**config.mk**
```make
export PLATFORM = sky130hd
export DESIGN_NAME = adts_deframer_with_tag_skip
export DESIGN_NICKNAME = d
export VERILOG_FILES = /design/src/sv/adts_pkg.sv /design/src/sv/adts_deframer_with_tag_skip.sv
export SDC_FILE = /design/constraint.sdc
export NUM_CORES = 1
export LEC_CHECK = 0
export BUFFER_PORTS_ARGS = -buffer_cell sky130_fd_sc_hd__buf_2
export CORE_MARGIN = 2
export CORE_UTILIZATION = 50
export CTS_CLUSTER_DIAMETER = 60
export CTS_CLUSTER_SIZE = 10
export DETAILED_ROUTE_END_ITERATION = 10
export GPL_ROUTABILITY_DRIVEN = 0
export PLACE_DENSITY_LB_ADDON = 0.1
export SKIP_CTS_REPAIR_TIMING = 1
export SLEW_MARGIN = 20
export SYNTH_ARGS = -nofsm -noshare
export SYNTH_HDL_FRONTEND = slang
export SYNTH_SLANG_ARGS = --single-unit
```
**constraint.sdc**
```tcl
create_clock -name clk -period 9.2 [get_ports clk]
set_clock_uncertainty 0.15 [all_clocks]
set_input_delay 1.38 -clock clk [delete_from_list [all_inputs] [get_ports clk]]
set_output_delay 1.38 -clock clk [all_outputs]
set_load 0.02 [all_outputs]
```
**src/sv/adts_pkg.sv**
```systemverilog
// ----------------------------------------------------------------------------
// adts_pkg: shared types and constants for the ADTS deframer
// Phase codes, result status codes, tag signatures and result queue sizing.
// ----------------------------------------------------------------------------
package adts_pkg;

    typedef enum logic [2:0] {
        PH_HEAD    = 3'd0,
        PH_ID3     = 3'd1,
        PH_ADTS    = 3'd2,
        PH_SKIP    = 3'd3,
        PH_PAYLOAD = 3'd4
    } phase_t;

    localparam logic [2:0] ST_FRAME    = 3'd0;
    localparam logic [2:0] ST_END      = 3'd1;
    localparam logic [2:0] ST_BAD_TAG  = 3'd2;
    localparam logic [2:0] ST_BAD_ADTS = 3'd3;
    localparam logic [2:0] ST_TRUNC    = 3'd4;

    localparam logic [7:0] CH_I = 8'h49;
    localparam logic [7:0] CH_D = 8'h44;
    localparam logic [7:0] CH_3 = 8'h33;
    localparam logic [7:0] CH_T = 8'h54;
    localparam logic [7:0] CH_A = 8'h41;
    localparam logic [7:0] CH_G = 8'h47;

    localparam int HDR_DEPTH    = 10;
    localparam int ADTS_HDR_LEN = 7;
    localparam logic [28:0] ID3V1_REST = 29'd125;

    // result queue: one burst of a full ADTS header must always fit
    localparam int Q_DEPTH = 16;
    localparam int Q_AW    = $clog2(Q_DEPTH);
    localparam int Q_LIMIT = Q_DEPTH - ADTS_HDR_LEN;

    typedef struct packed {
        logic [7:0] data;
        logic       last;
        logic [2:0] status;
    } result_t;

endpackage

```
**src/sv/adts_deframer_with_tag_skip.sv**
```systemverilog
// ----------------------------------------------------------------------------
// adts_deframer_with_tag_skip: ADTS frame splitter with ID3 tag removal
// Cuts a byte stream into ADTS frames, dropping ID3v2 and ID3v1 tags.
// ----------------------------------------------------------------------------
// Usage:
//   Input channel (in_valid/in_ready): one stream byte per item, or an item
//   with end_flag set that closes the stream.
//   Output channel (out_valid/out_ready): frame bytes with last_of_frame on
//   the final byte, or one status item (clean end, bad tag, bad header,
//   truncated) after which the block halts and drops every further item.
//   Each item is decoded in the cycle it is accepted; its results go to a
//   16-entry result queue that feeds the output. Throughput is one input
//   item per cycle while in_ready is high. A completed ADTS header pushes
//   its seven bytes into the queue at once; in_ready stays high while the
//   queue has room for such a burst (at most 9 entries held), so the
//   input only waits when the receiver stalls and the queue fills up.
//   Reset (rst_n low) returns the block to a frame boundary, empties the
//   queue and clears the halt.
// ----------------------------------------------------------------------------
module adts_deframer_with_tag_skip (
    input  logic       clk,
    input  logic       rst_n,
    input  logic       in_valid,
    output logic       in_ready,
    input  logic [7:0] in_byte,
    input  logic       end_flag,
    output logic       out_valid,
    input  logic       out_ready,
    output logic [7:0] out_byte,
    output logic       last_of_frame,
    output logic [2:0] status
);
    import adts_pkg::*;

    phase_t        phase_reg, phase_next;
    logic [3:0]    hcount_reg, hcount_next;
    logic [28:0]   skip_reg, skip_next;
    logic [12:0]   frame_reg, frame_next;
    logic          halted_reg, halted_next;
    logic [7:0]    hstore_reg [HDR_DEPTH];
    logic [7:0]    hs [HDR_DEPTH];
    logic          store_en;

    result_t       q_reg [Q_DEPTH];
    logic [Q_AW-1:0] wr_ptr_reg, rd_ptr_reg;
    logic [Q_AW:0]   qcnt_reg;
    logic [2:0]    push_n;
    result_t       push_e [ADTS_HDR_LEN];

    logic          in_fire, out_fire;
    logic [12:0]   fsize, fsize_rem;
    logic [12:0]   hsize;
    logic          adts_bad, id3_bad;
    logic [28:0]   id3_size;
    logic [28:0]   skip_dec;
    logic [12:0]   frame_dec;

    assign in_ready  = (qcnt_reg <= (Q_AW+1)'(Q_LIMIT));
    assign in_fire   = in_valid && in_ready;
    assign out_valid = (qcnt_reg != '0);
    assign out_fire  = out_valid && out_ready;

    assign out_byte      = q_reg[rd_ptr_reg].data;
    assign last_of_frame = q_reg[rd_ptr_reg].last;
    assign status        = q_reg[rd_ptr_reg].status;

    // header view with the incoming byte in its slot
    always_comb
    begin
        for (int k = 0; k < HDR_DEPTH; k++)
        begin
            hs[k] = (hcount_reg == 4'(k)) ? in_byte : hstore_reg[k];
        end
    end

    assign fsize     = {hs[3][1:0], hs[4], hs[5][7:5]};
    assign hsize     = hs[1][0] ? 13'd7 : 13'd9;
    assign fsize_rem = fsize - 13'd7;
    assign adts_bad  = (hs[0] != 8'hff) || ((hs[1] & 8'hf6) != 8'hf0) ||
                       (fsize < hsize) || (hs[2][5:2] > 4'd12);
    assign id3_bad   = (hs[3] < 8'd2) || (hs[3] > 8'd4) || (hs[4] == 8'hff) ||
                       hs[6][7] || hs[7][7] || hs[8][7] || hs[9][7];
    assign id3_size  = {1'b0, hs[6][6:0], hs[7][6:0], hs[8][6:0], hs[9][6:0]} +
                       (((hs[3] == 8'd4) && hs[5][4]) ? 29'd10 : 29'd0);
    assign skip_dec  = (skip_reg != '0) ? skip_reg - 29'd1 : skip_reg;
    assign frame_dec = (frame_reg != '0) ? frame_reg - 13'd1 : frame_reg;

    always_comb
    begin
        phase_next  = phase_reg;
        hcount_next = hcount_reg;
        skip_next   = skip_reg;
        frame_next  = frame_reg;
        halted_next = halted_reg;
        store_en    = 1'b0;
        push_n      = 3'd0;
        for (int k = 0; k < ADTS_HDR_LEN; k++)
        begin
            push_e[k] = '0;
        end
        if (in_fire && !halted_reg)
        begin
            if (end_flag)
            begin
                halted_next      = 1'b1;
                push_n           = 3'd1;
                push_e[0].status = (phase_reg == PH_HEAD && hcount_reg == '0) ?
                                   ST_END : ST_TRUNC;
            end
            else
            begin
                unique case (phase_reg)
                    PH_SKIP:
                    begin
                        skip_next = skip_dec;
                        if (skip_dec == '0)
                        begin
                            phase_next = PH_HEAD;
                        end
                    end
                    PH_PAYLOAD:
                    begin
                        frame_next     = frame_dec;
                        push_n         = 3'd1;
                        push_e[0].data = in_byte;
                        push_e[0].last = (frame_dec == '0);
                        if (frame_dec == '0)
                        begin
                            phase_next = PH_HEAD;
                        end
                    end
                    PH_HEAD:
                    begin
                        store_en    = 1'b1;
                        hcount_next = hcount_reg + 4'd1;
                        if (hcount_reg == 4'd2)
                        begin
                            if (hs[0] == CH_I && hs[1] == CH_D && hs[2] == CH_3)
                            begin
                                phase_next = PH_ID3;
                            end
                            else if (hs[0] == CH_T && hs[1] == CH_A && hs[2] == CH_G)
                            begin
                                hcount_next = '0;
                                skip_next   = ID3V1_REST;
                                phase_next  = PH_SKIP;
                            end
                            else
                            begin
                                phase_next = PH_ADTS;
                            end
                        end
                    end
                    PH_ID3:
                    begin
                        store_en    = 1'b1;
                        hcount_next = hcount_reg + 4'd1;
                        if (hcount_reg == 4'(HDR_DEPTH - 1))
                        begin
                            if (id3_bad)
                            begin
                                halted_next      = 1'b1;
                                push_n           = 3'd1;
                                push_e[0].status = ST_BAD_TAG;
                            end
                            else
                            begin
                                hcount_next = '0;
                                skip_next   = id3_size;
                                phase_next  = (id3_size != '0) ? PH_SKIP : PH_HEAD;
                            end
                        end
                    end
                    PH_ADTS:
                    begin
                        store_en    = 1'b1;
                        hcount_next = hcount_reg + 4'd1;
                        if (hcount_reg == 4'(ADTS_HDR_LEN - 1))
                        begin
                            if (adts_bad)
                            begin
                                halted_next      = 1'b1;
                                push_n           = 3'd1;
                                push_e[0].status = ST_BAD_ADTS;
                            end
                            else
                            begin
                                hcount_next = '0;
                                frame_next  = fsize_rem;
                                push_n      = 3'(ADTS_HDR_LEN);
                                for (int k = 0; k < ADTS_HDR_LEN; k++)
                                begin
                                    push_e[k].data = hs[k];
                                end
                                push_e[ADTS_HDR_LEN-1].last = (fsize_rem == '0);
                                phase_next = (fsize_rem == '0) ? PH_HEAD : PH_PAYLOAD;
                            end
                        end
                    end
                    default:
                    begin
                        phase_next = PH_HEAD;
                    end
                endcase
            end
        end
    end

    always_ff @(posedge clk or negedge rst_n)
    begin
        if (!rst_n)
        begin
            phase_reg  <= PH_HEAD;
            hcount_reg <= '0;
            skip_reg   <= '0;
            frame_reg  <= '0;
            halted_reg <= 1'b0;
        end
        else
        begin
            phase_reg  <= phase_next;
            hcount_reg <= hcount_next;
            skip_reg   <= skip_next;
            frame_reg  <= frame_next;
            halted_reg <= halted_next;
        end
    end

    always_ff @(posedge clk)
    begin
        if (store_en && hcount_reg < 4'(HDR_DEPTH))
        begin
            hstore_reg[hcount_reg] <= in_byte;
        end
    end

    // result queue, up to a full header burst written per cycle
    always_ff @(posedge clk)
    begin
        for (int i = 0; i < Q_DEPTH; i++)
        begin
            logic [Q_AW-1:0] offs;
            offs = Q_AW'(i) - wr_ptr_reg;
            if (offs < Q_AW'(push_n))
            begin
                q_reg[i] <= push_e[offs[2:0]];
            end
        end
    end

    always_ff @(posedge clk or negedge rst_n)
    begin
        if (!rst_n)
        begin
            wr_ptr_reg <= '0;
            rd_ptr_reg <= '0;
            qcnt_reg   <= '0;
        end
        else
        begin
            wr_ptr_reg <= wr_ptr_reg + Q_AW'(push_n);
            rd_ptr_reg <= rd_ptr_reg + Q_AW'(out_fire);
            qcnt_reg   <= qcnt_reg + (Q_AW+1)'(push_n) - (Q_AW+1)'(out_fire);
        end
    end

    a_queue_bound: assert property (@(posedge clk) disable iff (!rst_n)
        qcnt_reg <= (Q_AW+1)'(Q_DEPTH))
        else $error("result queue overflow");

    a_halt_silent: assert property (@(posedge clk) disable iff (!rst_n)
        halted_reg |-> (push_n == 3'd0 && halted_next))
        else $error("result produced after halt");

    a_status_clean: assert property (@(posedge clk) disable iff (!rst_n)
        (out_valid && status != ST_FRAME) |-> (!last_of_frame && out_byte == 8'h00))
        else $error("status item carries frame data");

    // a bad ID3v2 header halts with the count one past the last slot
    a_hcount_range: assert property (@(posedge clk) disable iff (!rst_n)
        hcount_reg <= 4'(HDR_DEPTH))
        else $error("header count out of range");

    a_payload_left: assert property (@(posedge clk) disable iff (!rst_n)
        (phase_reg == PH_PAYLOAD) |-> (frame_reg != '0))
        else $error("payload phase with nothing left");

endmodule
```
==> results.tsv <==
metric	value	unit
status	finished clean	
final wirelength	64200	um
setup TNS	0	ns
combinational fraction of design power	43.2	%
Internal	4.24	mW
Critical path buffers and inverters	3	
DRT Pass-1 Iters	5	
max FFs per register	192	
Area Growth Syn to Fin	8.99	%
sw power	2.83	mW
cell breakdown of the critical path	inv_1, ha_1, and3b_1, mux2i_1, inv_1, ha_1, nand3_1, o21ai_0, nor3_1, or3_4, or3_4, ha_1, a21o_1, a21o_1, nor2b_1, buf_4	
pin count of the biggest net entering global routing	64	
most used flip-flop cell after synthesis	edfxtp_1	
CTS Buffer Depth	3	
Initial DRC Count	1714	
Placement Setup Slack	3.02	ns
number of synthesized flops with an enable pin	272	
GRT met2 Usage	51.1	%
hold path start	halted_reg	
net switching fraction of the power	40.0	%
Max Freq	166	MHz
register area share after synthesis	47.7	%
yosys warns	0	
reg-to-reg setup timing slack	3.17	ns
GR Util met3	4.40	%
Die Y	206	um
most frequent cell after synthesis	edfxtp_1	
syn avg cell area	10.5	um^2
FILL cells	3511	
most frequent CP cell	ha_1	
reg2reg end	q_reg[10][1]	
pwr dens	318	nW/um^2
Top delay family on crit path	simple AND/OR/NAND/NOR gates	
DIE WIDTH	206	um
met1 Track Usage GR	41.2	%
count of pins over their slew limit	0	
Core Area	40600	um^2
Final Worst Setup Slack	3.17	ns
flip-flop and latch count after synthesis	335	
worst r2r src	hcount_reg[1]	
Inserted Clock Buffers	43	
ANT cells	0	
Crit path required time	9.34	ns
aggregate global routing overflow	0	
I/O Pins	27	
Max Cap Violations	0	
Crit Path Max Fanout	46	
P_leak	7.99	nW
Synth cell types	91	
via count	16400	
Skew-Pair Late Insertion Delay	0.58	ns
setup violators final	0	
post-synth top area share	40.0	%
wire length per cell	26.0	um
CP Launch Type	flop	
Synth Instances	1942	
GRT Total Usage	30.9	%
Setup crit end kind	flop	
WHS Path Cells	1	
buffers added on ports	26	
Seq pwr share	35.3	%
share of layout cells above drive strength 1	12.4	%
Setup CP Type	reg2reg	
Min Clock Period, post-route	6.03	ns
FP Rows	74	
post-route ant nets	0	
largest area contributor in the netlist	edfxtp_1	
total power	7.07	mW
post-synthesis net count	2007	
first-pass GRT wire length	97900	um
number of H-tree levels	2	
starting density of the core	50.4	%
Hold Path Class	reg2reg	
grt peak-use layer	met2	
drt drc	0	
RSZ-0062 raised after global routing	false	
CTS tree	built	
synth cell count leaders	edfxtp_1, nand2_1, nor2_1, a21oi_1, o21ai_0	
clk slew on worst S/H paths	0.05	ns
final number of hold-violating endpoints	0	
WP data arrival	6.17	ns
synth top area cells	edfxtp_1, dfrtp_1, mux4_2	
area of the die	42500	um^2
CTS root buf	clkbuf_16	
CP max-delay cell	mux2i_1	
Clock power frac	21.5	%
Max VDD drop	186	uV
post-DP HPWL	45700	um
Least-Margin Pin Slew	1.02	ns
asr flop ratio synth	18.8	%
hold endpoint	halted_reg	
vias in the first global route	15600	
max-slew headroom at the worst pin	32.2	%
max incr delay on CP	0.67	ns
clock sinks	335	
antenna violations before repair	0	
Mapped Area	20400	um^2
reg2reg path depth	16	
crit share post-route	65.6	%
Final nets	1983	
routed vias/inst	6.63	
cells in the final DEF, fill, tap and decap left out, drive strengths merged, types with 60 or more instances in the layout:
cell,count
nor3,69
inv,60
o21ai,129
nand3,61
edfxtp,272
mux2i,77
nand2,170
a21oi,133
mux4,61
nor2,168
buf,69
dfrtp,63
per-layer routing:
metal  wire length [um]  up-vias
met5                  0        -
met4               2630        0
met3               4360      154
met2              31000      774
met1              26300     8095
li1                   -     7335
cell families (layout without fill, tap and decap cells):
| family | count (synthesis) | in the layout | share of synthesized area [%] |
|---|---|---|---|
| AO/OA/AOI/OAI | 486 | 486 | 15.1 |
| XOR/XNOR | 64 | 64 | 2.74 |
| adder cells (fa/ha/maj) | 52 | 52 | 3.26 |
| buffers and inverters | 195 | 190 | 3.86 |
| flip-flops | 335 | 335 | 47.7 |
| multiplexers | 157 | 157 | 11.5 |
| AND/OR/NAND/NOR | 653 | 653 | 15.8 |
metrics by stage:
stage	area, um^2	cells	hold slack (ns)	util, %
after global routing	22300	2469	0.364	54.9
final	22300	2469	0.305	54.9
after detailed placement	21000	2405	0.295	51.8
after global placement	21000	2405	0.295	51.8
after CTS	22300	2469	0.308	54.9
after floorplan	20400	1942	0.278	-
cell type report:
cell class,instances,area (um^2),share of cell area (%)
flip-flops and latches,335,9750,43.8
repair buffers,69,455,2.05
multi-input cells,1412,9940,44.6
well taps,532,666,2.99
clock buffers,53,1130,5.10
inverters,57,214,0.961
clock inverters,11,106,0.478
worst max path at each step:
stage,from,to,slack (ns),depth (start not counted)
after global placement,in_byte[7],q_reg[9][4],3.09,13
final,hcount_reg[1],q_reg[10][1],3.17,16
after floorplan,in_byte[6],q_reg[9][0],3.20,16
after detailed placement,in_byte[7],q_reg[10][7],3.02,15
after CTS,hcount_reg[1],q_reg[10][1],3.24,16
after global routing,hcount_reg[1],q_reg[10][1],2.99,16
power groups by stage:
stage | Sequential, mW | Combinational, mW | Clock (mW)
2_1_floorplan | 2.39 | 2.09 | 0
3_3_place_gp | 2.51 | 2.97 | 0
3_5_place_dp | 2.53 | 3.02 | 0
4_1_cts | 2.50 | 3.03 | 1.54
5_1_grt | 2.54 | 3.28 | 1.60
6_report | 2.50 | 3.05 | 1.52
Note: power is estimated with default switching activity, not from simulation.
